## src/design/assert_macros.svh

```systemverilog
// ---------------------------------------------------------------------------
// assert_macros.svh
// Shared concurrent assertion macros for the reassembly tracker RTL.
// ---------------------------------------------------------------------------
`ifndef ASSERT_MACROS_SVH
`define ASSERT_MACROS_SVH

// Property checked at every rising clock edge, off while reset is active.
`define FRT_ASSERT(lbl, clk, rstn, prop) \
    lbl: assert property (@(posedge clk) disable iff (!(rstn)) (prop)) \
        else $error("assertion failed");

// Condition that must never be true outside reset.
`define FRT_ASSERT_NEVER(lbl, clk, rstn, cond) \
    lbl: assert property (@(posedge clk) disable iff (!(rstn)) !(cond)) \
        else $error("forbidden condition seen");

`endif

```

## src/design/frt_pkg.sv

```systemverilog
`timescale 1ns / 1ps
// ---------------------------------------------------------------------------
// frt_pkg
// Types, constants and helpers shared by the reassembly tracker modules.
// ---------------------------------------------------------------------------
package frt_pkg;

    localparam int SESSIONS = 8;
    localparam int SLOT_W   = (SESSIONS > 1) ? $clog2(SESSIONS) : 1;

    localparam int FIELD_W    = 16;
    localparam int ACTION_W   = 4;
    localparam int OUT_SLOT_W = 3;
    localparam int MAXSZ_W    = 16;
    localparam int HDR_W      = 8;

    localparam logic [MAXSZ_W-1:0] MAXSZ_RESET = 16'd8000;
    localparam logic [HDR_W-1:0]   HDR_RESET   = 8'd16;

    localparam int IN_DATA_W  = 80;
    localparam int OUT_DATA_W = 24;
    localparam int APB_ADDR_W = 3;
    localparam int APB_DATA_W = 32;

    typedef enum logic [ACTION_W-1:0] {
        ACT_SINGLE_SENT     = 4'd0,
        ACT_SINGLE_OVERSIZE = 4'd1,
        ACT_STARTED         = 4'd2,
        ACT_APPENDED        = 4'd3,
        ACT_COMPLETED       = 4'd4,
        ACT_OVERSIZE_DROP   = 4'd5,
        ACT_RESTARTED       = 4'd6,
        ACT_SEQUENCE_DROP   = 4'd7,
        ACT_ORPHAN          = 4'd8,
        ACT_TABLE_FULL      = 4'd9
    } action_t;

    typedef enum logic [0:0] {
        ST_IDLE = 1'b0,
        ST_EXEC = 1'b1
    } ctrl_state_t;

    // register index as decoded from paddr[2]
    typedef enum logic [0:0] {
        REG_MAX_MESSAGE_SIZE = 1'b0,
        REG_HEADER_BYTES     = 1'b1
    } reg_index_t;

    typedef struct packed {
        logic load_in;   // capture the accepted item
        logic exec;      // table update and result load
    } dp_cmd_t;

    // low bits of a slot index as carried in the result
    function automatic logic [OUT_SLOT_W-1:0] slot_to_out(input logic [SLOT_W-1:0] idx);
        logic [SLOT_W+OUT_SLOT_W-1:0] wide;
        wide = {{OUT_SLOT_W{1'b0}}, idx};
        return wide[OUT_SLOT_W-1:0];
    endfunction

endpackage

```

## src/design/frt_ctrl.sv

```systemverilog
`timescale 1ns / 1ps
// ---------------------------------------------------------------------------
// frt_ctrl
// Handshake controller: accepts one item, runs the table step, holds result.
// ---------------------------------------------------------------------------
module frt_ctrl import frt_pkg::*; (
    input  logic       aclk,
    input  logic       aresetn,
    input  logic       s_tvalid,
    output logic       s_tready,
    output logic       m_tvalid,
    input  logic       m_tready,
    output dp_cmd_t    cmd
);

    ctrl_state_t state_reg, state_next;
    logic        out_valid_reg, out_valid_next;

    always_ff @(posedge aclk) begin
        if (!aresetn) begin
            state_reg     <= ST_IDLE;
            out_valid_reg <= 1'b0;
        end else begin
            state_reg     <= state_next;
            out_valid_reg <= out_valid_next;
        end
    end

    always_comb begin
        state_next     = state_reg;
        out_valid_next = out_valid_reg && !m_tready;
        cmd            = '0;
        s_tready       = 1'b0;
        case (state_reg)
            ST_IDLE: begin
                s_tready = 1'b1;
                if (s_tvalid) begin
                    cmd.load_in = 1'b1;
                    state_next  = ST_EXEC;
                end
            end
            ST_EXEC: begin
                // the result register must be free or draining this cycle
                if (!out_valid_reg || m_tready) begin
                    cmd.exec       = 1'b1;
                    out_valid_next = 1'b1;
                    state_next     = ST_IDLE;
                end
            end
            default: begin
                state_next = ST_IDLE;
            end
        endcase
    end

    assign m_tvalid = out_valid_reg;

endmodule

```

## src/design/frt_datapath.sv

```systemverilog
`timescale 1ns / 1ps
// ---------------------------------------------------------------------------
// frt_datapath
// Session table, key lookup, running-length update and result register.
// ---------------------------------------------------------------------------
`include "assert_macros.svh"

module frt_datapath import frt_pkg::*; (
    input  logic                  aclk,
    input  logic                  aresetn,
    input  dp_cmd_t               cmd,
    input  logic [IN_DATA_W-1:0]  in_data,
    input  logic [MAXSZ_W-1:0]    max_message_size,
    input  logic [HDR_W-1:0]      header_bytes,
    output logic [OUT_DATA_W-1:0] out_data
);

    // latched item
    logic [FIELD_W-1:0] src_reg, mid_reg, cnt_reg, seq_reg, len_reg;

    // session table
    logic [SESSIONS-1:0] valid_reg, valid_next;
    logic [FIELD_W-1:0]  tab_src_reg  [SESSIONS];
    logic [FIELD_W-1:0]  tab_mid_reg  [SESSIONS];
    logic [FIELD_W-1:0]  tab_seq_reg  [SESSIONS];
    logic [FIELD_W-1:0]  tab_run_reg  [SESSIONS];

    // result register
    logic [ACTION_W-1:0]   act_reg;
    logic [FIELD_W-1:0]    total_reg;
    logic [OUT_SLOT_W-1:0] slot_reg;

    // lookup
    logic [SESSIONS-1:0] match;
    logic                hit_any, free_any;
    logic [SLOT_W-1:0]   hit_idx, free_idx;

    // step results
    action_t             act;
    logic [FIELD_W-1:0]  total;
    logic [OUT_SLOT_W-1:0] slot_out;
    logic                wr_en;
    logic [SLOT_W-1:0]   wr_idx;
    logic                wr_key;
    logic [FIELD_W-1:0]  wr_seq, wr_run;

    logic                is_single;
    logic [FIELD_W:0]    expected_seq;
    logic [FIELD_W:0]    raw_sum;
    logic [FIELD_W-1:0]  sat_sum;
    logic [FIELD_W-1:0]  hit_seq, hit_run;

    // assertion helpers
    logic                exec_single, exec_start, exec_close;
    logic [SLOT_W:0]     open_cnt;

    function automatic logic too_big(input logic [FIELD_W-1:0] body,
                                     input logic [HDR_W-1:0]   hdr,
                                     input logic [MAXSZ_W-1:0] lim);
        logic [FIELD_W:0] need;
        need = {{(FIELD_W+1-HDR_W){1'b0}}, hdr} + {1'b0, body};
        return need > {1'b0, lim};
    endfunction

    always_ff @(posedge aclk) begin
        if (cmd.load_in) begin
            src_reg <= in_data[15:0];
            mid_reg <= in_data[31:16];
            cnt_reg <= in_data[47:32];
            seq_reg <= in_data[63:48];
            len_reg <= in_data[79:64];
        end
    end

    always_comb begin
        match    = '0;
        hit_any  = 1'b0;
        free_any = 1'b0;
        hit_idx  = '0;
        free_idx = '0;
        for (int i = 0; i < SESSIONS; i++) begin
            match[i] = valid_reg[i] && tab_src_reg[i] == src_reg
                       && tab_mid_reg[i] == mid_reg;
        end
        // lowest numbered hit and lowest numbered free slot
        for (int i = SESSIONS - 1; i >= 0; i--) begin
            if (match[i]) begin
                hit_any = 1'b1;
                hit_idx = SLOT_W'(i);
            end
            if (!valid_reg[i]) begin
                free_any = 1'b1;
                free_idx = SLOT_W'(i);
            end
        end
    end

    assign hit_seq      = tab_seq_reg[hit_idx];
    assign hit_run      = tab_run_reg[hit_idx];
    assign is_single    = cnt_reg <= 16'd1;
    assign expected_seq = {1'b0, hit_seq} + 17'd1;
    assign raw_sum      = {1'b0, hit_run} + {1'b0, len_reg};
    assign sat_sum      = raw_sum[FIELD_W] ? {FIELD_W{1'b1}} : raw_sum[FIELD_W-1:0];

    always_comb begin
        act        = ACT_SINGLE_SENT;
        total      = '0;
        slot_out   = '0;
        valid_next = valid_reg;
        wr_en      = 1'b0;
        wr_idx     = hit_idx;
        wr_key     = 1'b0;
        wr_seq     = seq_reg;
        wr_run     = len_reg;
        if (is_single) begin
            act   = too_big(len_reg, header_bytes, max_message_size)
                    ? ACT_SINGLE_OVERSIZE : ACT_SINGLE_SENT;
            total = len_reg;
        end else if (!hit_any) begin
            if (seq_reg != 16'd1) begin
                act = ACT_ORPHAN;
            end else if (!free_any) begin
                act = ACT_TABLE_FULL;
            end else begin
                act                  = ACT_STARTED;
                total                = len_reg;
                slot_out             = slot_to_out(free_idx);
                wr_en                = 1'b1;
                wr_idx               = free_idx;
                wr_key               = 1'b1;
                valid_next[free_idx] = 1'b1;
            end
        end else if ({1'b0, seq_reg} == expected_seq) begin
            total    = sat_sum;
            slot_out = slot_to_out(hit_idx);
            wr_en    = 1'b1;
            wr_run   = sat_sum;
            if (cnt_reg == seq_reg) begin
                act                 = too_big(sat_sum, header_bytes, max_message_size)
                                      ? ACT_OVERSIZE_DROP : ACT_COMPLETED;
                valid_next[hit_idx] = 1'b0;
            end else begin
                act = ACT_APPENDED;
            end
        end else if (seq_reg == 16'd1) begin
            // out of order restart on a fresh first fragment
            act      = ACT_RESTARTED;
            total    = len_reg;
            slot_out = slot_to_out(hit_idx);
            wr_en    = 1'b1;
        end else begin
            act                 = ACT_SEQUENCE_DROP;
            total               = hit_run;
            slot_out            = slot_to_out(hit_idx);
            valid_next[hit_idx] = 1'b0;
        end
    end

    always_ff @(posedge aclk) begin
        if (!aresetn) begin
            valid_reg <= '0;
        end else if (cmd.exec) begin
            valid_reg <= valid_next;
        end
    end

    always_ff @(posedge aclk) begin
        if (cmd.exec && wr_en) begin
            tab_seq_reg[wr_idx] <= wr_seq;
            tab_run_reg[wr_idx] <= wr_run;
            if (wr_key) begin
                tab_src_reg[wr_idx] <= src_reg;
                tab_mid_reg[wr_idx] <= mid_reg;
            end
        end
    end

    always_ff @(posedge aclk) begin
        if (cmd.exec) begin
            act_reg   <= act;
            total_reg <= total;
            slot_reg  <= slot_out;
        end
    end

    assign out_data = {1'b0, slot_reg, total_reg, act_reg};

    assign exec_single = cmd.exec && is_single;
    assign exec_start  = cmd.exec && act == ACT_STARTED;
    assign exec_close  = cmd.exec && (act == ACT_SEQUENCE_DROP || act == ACT_COMPLETED
                                      || act == ACT_OVERSIZE_DROP);
    assign open_cnt    = (SLOT_W+1)'($countones(valid_reg));

    `FRT_ASSERT_NEVER(a_cmd_overlap, aclk, aresetn, cmd.load_in && cmd.exec)
    `FRT_ASSERT(a_single_keeps_table, aclk, aresetn, exec_single |=> valid_reg == $past(valid_reg))
    `FRT_ASSERT(a_start_claims_slot, aclk, aresetn, exec_start |=> open_cnt == $past(open_cnt) + 1'b1)
    `FRT_ASSERT(a_drop_frees_slot, aclk, aresetn, exec_close |=> open_cnt + 1'b1 == $past(open_cnt))

endmodule

```

## src/design/fragment_reassembly_tracker_core.sv

```systemverilog
`timescale 1ns / 1ps
// ---------------------------------------------------------------------------
// fragment_reassembly_tracker_core
// Fragment header tracker with an APB register port and stream channels.
// ---------------------------------------------------------------------------
// Each accepted item is one fragment header and yields exactly one result
// item. An item is handled by capturing the header, then the session
// table lookup and read-modify-write, which waits while an untaken result
// fills the output register; the next header is accepted after that step,
// even while its result waits. The session table has SESSIONS slots held
// in flip-flops, searched in parallel by source and message id; valid bits
// clear at reset. Registers: 0x0 max_message_size (reset 8000), 0x4
// header_bytes (reset 16); write them only while idle.
// ---------------------------------------------------------------------------
module fragment_reassembly_tracker_core import frt_pkg::*; (
    input  logic                  aclk,
    input  logic                  aresetn,
    // src_key[15:0], msg_key[31:16], packet_count[47:32],
    // sequence_number[63:48], fragment_length[79:64]
    input  logic [IN_DATA_W-1:0]  s_tdata,
    input  logic                  s_tvalid,
    output logic                  s_tready,
    // action[3:0], total_length[19:4], session_slot[22:20], zero[23]
    output logic [OUT_DATA_W-1:0] m_tdata,
    output logic                  m_tvalid,
    input  logic                  m_tready,
    input  logic                  psel,
    input  logic                  penable,
    input  logic                  pwrite,
    input  logic [APB_ADDR_W-1:0] paddr,
    input  logic [APB_DATA_W-1:0] pwdata,
    output logic [APB_DATA_W-1:0] prdata,
    output logic                  pready
);

    logic [MAXSZ_W-1:0] max_size_reg;
    logic [HDR_W-1:0]   hdr_bytes_reg;
    reg_index_t         reg_sel;
    logic               wr_fire;
    dp_cmd_t            cmd;

    assign pready  = 1'b1;
    assign wr_fire = psel && penable && pwrite && pready;
    assign reg_sel = reg_index_t'(paddr[2]);

    always_ff @(posedge aclk) begin
        if (!aresetn) begin
            max_size_reg  <= MAXSZ_RESET;
            hdr_bytes_reg <= HDR_RESET;
        end else if (wr_fire) begin
            case (reg_sel)
                REG_MAX_MESSAGE_SIZE: max_size_reg  <= pwdata[MAXSZ_W-1:0];
                REG_HEADER_BYTES:     hdr_bytes_reg <= pwdata[HDR_W-1:0];
                default: ;
            endcase
        end
    end

    always_comb begin
        case (reg_sel)
            REG_MAX_MESSAGE_SIZE: prdata = {{(APB_DATA_W-MAXSZ_W){1'b0}}, max_size_reg};
            REG_HEADER_BYTES:     prdata = {{(APB_DATA_W-HDR_W){1'b0}}, hdr_bytes_reg};
            default:              prdata = '0;
        endcase
    end

    frt_ctrl u_ctrl (
        .aclk     (aclk),
        .aresetn  (aresetn),
        .s_tvalid (s_tvalid),
        .s_tready (s_tready),
        .m_tvalid (m_tvalid),
        .m_tready (m_tready),
        .cmd      (cmd)
    );

    frt_datapath u_datapath (
        .aclk             (aclk),
        .aresetn          (aresetn),
        .cmd              (cmd),
        .in_data          (s_tdata),
        .max_message_size (max_size_reg),
        .header_bytes     (hdr_bytes_reg),
        .out_data         (m_tdata)
    );

endmodule

```

## config.mk

```make
export PLATFORM = sky130hd
export DESIGN_NAME = fragment_reassembly_tracker_core
export DESIGN_NICKNAME = d
export VERILOG_FILES = /design/src/design/frt_pkg.sv /design/src/design/frt_ctrl.sv /design/src/design/frt_datapath.sv /design/src/design/fragment_reassembly_tracker_core.sv
export VERILOG_INCLUDE_DIRS = /design/src /design/src/design
export SDC_FILE = /design/constraint.sdc
export NUM_CORES = 1
export LEC_CHECK = 0
export ABC_CLOCK_PERIOD_IN_PS = 9400
export BUFFER_PORTS_ARGS = -buffer_cell sky130_fd_sc_hd__buf_2
export CAP_MARGIN = 20
export CORE_MARGIN = 2
export CORE_UTILIZATION = 55
export CTS_CLUSTER_SIZE = 28
export DETAILED_ROUTE_END_ITERATION = 10
export GPL_ROUTABILITY_DRIVEN = 0
export GPL_TIMING_DRIVEN = 1
export PLACE_DENSITY = 0.86
export SYNTH_ARGS = -nofsm -noshare
export SYNTH_HDL_FRONTEND = slang
export SYNTH_HIERARCHICAL = 1
export SYNTH_SLANG_ARGS = --single-unit
```

## constraint.sdc

```tcl
create_clock -name aclk -period 9.4 [get_ports aclk]
set_input_delay 1.41 -clock aclk [delete_from_list [all_inputs] [get_ports aclk]]
set_output_delay 1.41 -clock aclk [all_outputs]
set_load 0.1 [all_outputs]
```

==> results_dict.tcl <==
set metrics [dict create \
    grt_pass1_vias 21825 \
    status "finished, final reports clean" \
    yosysTopAreaCell "edfxtp_1" \
    max_freq_mhz 108 \
    vias 21850 \
    cpMostUsedCell "a21o_1" \
    initial_core_util 0.558 \
    synthTopCellsByCount "edfxtp_1, nand2_1, xnor2_1, xor2_1, nor4_1" \
    yosysWarnings 6 \
    drv_slew 0 \
    hold_depth 2 \
    synthTopCellsByArea "edfxtp_1, xnor2_1, xor2_1, ha_1, mux2i_1" \
    numPortBuffers 144 \
    die_area_um2 58100 \
    skew_ns 0.0284 \
    cpMaxStageDelayCell "or3_1" \
    layout-drive-gt1-share 0.214 \
    finalInstanceArea_um2 36000 \
    power.total_mw 6.37 \
    drt_iter0_drc 2840 \
    setup_viol 0 \
    fin_crit_ns 9.23 \
    avgSynthCellArea_um2 13.5 \
    maxCapViolations 0 \
    fin_nets 2794 \
    ys_seq_area_frac 0.620 \
    rrSetupSlack_ns 0.17 \
    cp.arrival_ns 9.58 \
    hpwlAfterDp_um 56200 \
    track_usage 0.290 \
    rr_endpoint "u_datapath/act_reg[0]$_DFFE_PP_" \
    max_stage_delay_ns 0.52 \
    end_kind "flip-flop" \
    io_pins 181 \
    r2r_cells 45 \
    tightest_slew_ns 1.08 \
    antenna_left 0 \
    wl_per_cell_um 25.0 \
    grt_max_degree 54 \
    crit_path_start "u_datapath/mid_reg[2]$_DFFE_PP_" \
    wirelength_um 84900 \
    cts_root_buffer "clkbuf_16" \
    finalHoldWorstSlack_ns 0.488 \
    hold_end "max_size_reg[15]$_SDFFE_PN0P_" \
    critPathLaunchType "flip-flop" \
    syn2layout_area_growth_pct 16.7 \
    antenna_found_initial 0 \
    cts_tree "built" \
    drt-vias-per-instance 6.42 \
    clkTransAtPathRegs_ns 0.06 \
    synth-seq-cells 649 \
    syn_area_um2 30900 \
    synth-edff-count 615 \
    die_height_um 241 \
    tns_ns 0 \
    synthCells 2290 \
    finalCritPeriodShare 0.982 \
    firstDrtPassIters 8 \
    cts_max_level 3 \
    coreArea_um2 55300 \
    diodes 0 \
    synth_cell_types 101 \
    cts_buffer_depth 3 \
    ir_worst_vdd_mv 0.129 \
    slew_headroom 0.277 \
    yosysTopAreaCellShare 0.598 \
    num_rows 86 \
    min_path_type "reg -> reg" \
    grt-ovfl-total 0 \
    clk_latency_ns 0.62 \
    ys.flop_type "edfxtp_1" \
    leakagePower_nw 12.8 \
    synth.most_common_cell "edfxtp_1" \
    hold_violations 0 \
    cts_made_buffers 67 \
    hp-start "max_size_reg[15]$_SDFFE_PN0P_" \
    postPlaceCellArea_um2 33300 \
    cpLargestDelayFamily "compound AO/OA/AOI/OAI gates" \
    cp_data_required_time_ns 9.75 \
    clock-sinks 649 \
    drc 0 \
    async_flop_share 0 \
    grt_pass1_wl_um 126000 \
    die_w_um 241 \
    cp_max_fo 14 \
    pwr_density_cell_nw_per_um2 177 \
    crit_type "reg -> reg" \
    timing.critical_path.buf_inv 1 \
    r2r_start "u_datapath/mid_reg[2]$_DFFE_PP_" \
]
-- placed cells by master (no fill, tap or decap), types with 9 or more instances in the layout --
cell,synthesis,final
a21o_1,29,28
a21oi_1,71,61
a21oi_2,3,10
a31oi_1,25,25
and3_1,17,16
buf_12,1,13
buf_2,27,144
buf_4,25,165
clkbuf_1,25,12
clkbuf_16,0,70
clkinv_1,1,12
clkinv_2,0,15
conb_1,3,18
dfxtp_1,34,34
edfxtp_1,615,615
ha_1,67,65
inv_1,50,50
mux2_2,32,31
mux2i_1,73,73
nand2_1,165,165
nand2b_1,16,15
nand3_1,35,34
nand4_1,69,69
nor2_1,74,71
nor2b_1,37,37
nor3_1,45,35
nor3_2,2,11
nor4_1,76,66
nor4_2,5,11
o211ai_1,15,15
o21a_1,13,13
o21ai_0,66,59
o21ai_1,4,9
o21bai_1,12,12
o22a_1,19,19
o22ai_1,9,9
or3_1,14,13
xnor2_1,161,157
xor2_1,161,161
-- stage by stage --
step	worst slack (ns)	util	std cells
after CTS	0.00710	0.644	3382
after detailed placement	-0.245	0.602	3243
after floorplan	0.176	-	2305
after global placement	-0.0633	0.602	3242
final	0.169	0.652	3402
after global routing	-0.0927	0.652	3402
-- where the power goes --
part | internal (mW) | switching (mW) | total (mW)
clock | 1.48 | 1.11 | 2.59
sequential | 3.20 | 0.0450 | 3.24
combinational | 0.182 | 0.350 | 0.532
total | 4.86 | 1.50 | 6.37
-- worst min-delay path, cell delays in order, from the launching register on --
cell and delay, ns:
dfxtp_1 0.32, nand2_1 0.06, mux2i_1 0.06
-- kinds of logic (layout without fill, tap and decap cells) --
group / Yosys count / count (layout) / share of synthesized area
muxes: 116 / 116 / 0.0400
AOI/OAI and AO/OA: 335 / 335 / 0.0747
DFF: 649 / 649 / 0.620
other: 3 / 18 / 0.000365
xor gates and xnor gates: 322 / 322 / 0.0913
buffers and inverters: 152 / 501 / 0.0278
adders and majority gates: 70 / 70 / 0.0291
and+or+nand+nor: 643 / 643 / 0.117
-- timing repair --
item                                   4_1_cts  5_1_grt
buffers inserted                            18       19
hold buffers                                 0        0
gates resized for setup                     10       50
pin swaps                                    4       22
setup endpoints to repair                    1        1
endpoints found under the hold margin        0        0
-- layout make-up --
| class | instances | area [µm²] |
|---|---|---|
| Clock buffer | 82 | 1800 |
| Clock inverter | 39 | 338 |
| Fill cell | 3694 | 19300 |
| Inverter | 52 | 195 |
| Multi-Input combinational cell | 1504 | 11300 |
| Sequential cell | 649 | 19100 |
| Tap cell | 748 | 936 |
| Timing Repair Buffer | 328 | 2300 |
-- routing by layer --
metal | part of all wire | track usage | vias up
met2 | 0.47 | 0.465 | 1598
met4 | 0.058 | 0.163 | 0
met5 | 0 | 0 | -
met3 | 0.12 | 0.0613 | 394
met1 | 0.36 | 0.369 | 10556
li1 | - | - | 9302
-- worst max-delay path by stage --
stage	end	cells after the start	slack, ns
2_1_floorplan	u_datapath/act_reg[0]$_DFFE_PP_	48	0.18
3_3_place_gp	u_datapath/act_reg[0]$_DFFE_PP_	46	-0.06
3_5_place_dp	u_datapath/act_reg[0]$_DFFE_PP_	49	-0.24
4_1_cts	u_datapath/act_reg[0]$_DFFE_PP_	47	0.007
5_1_grt	u_datapath/act_reg[0]$_DFFE_PP_	49	-0.09
6_report	u_datapath/act_reg[0]$_DFFE_PP_	45	0.17
Note: power is estimated with default switching activity, not from simulation.
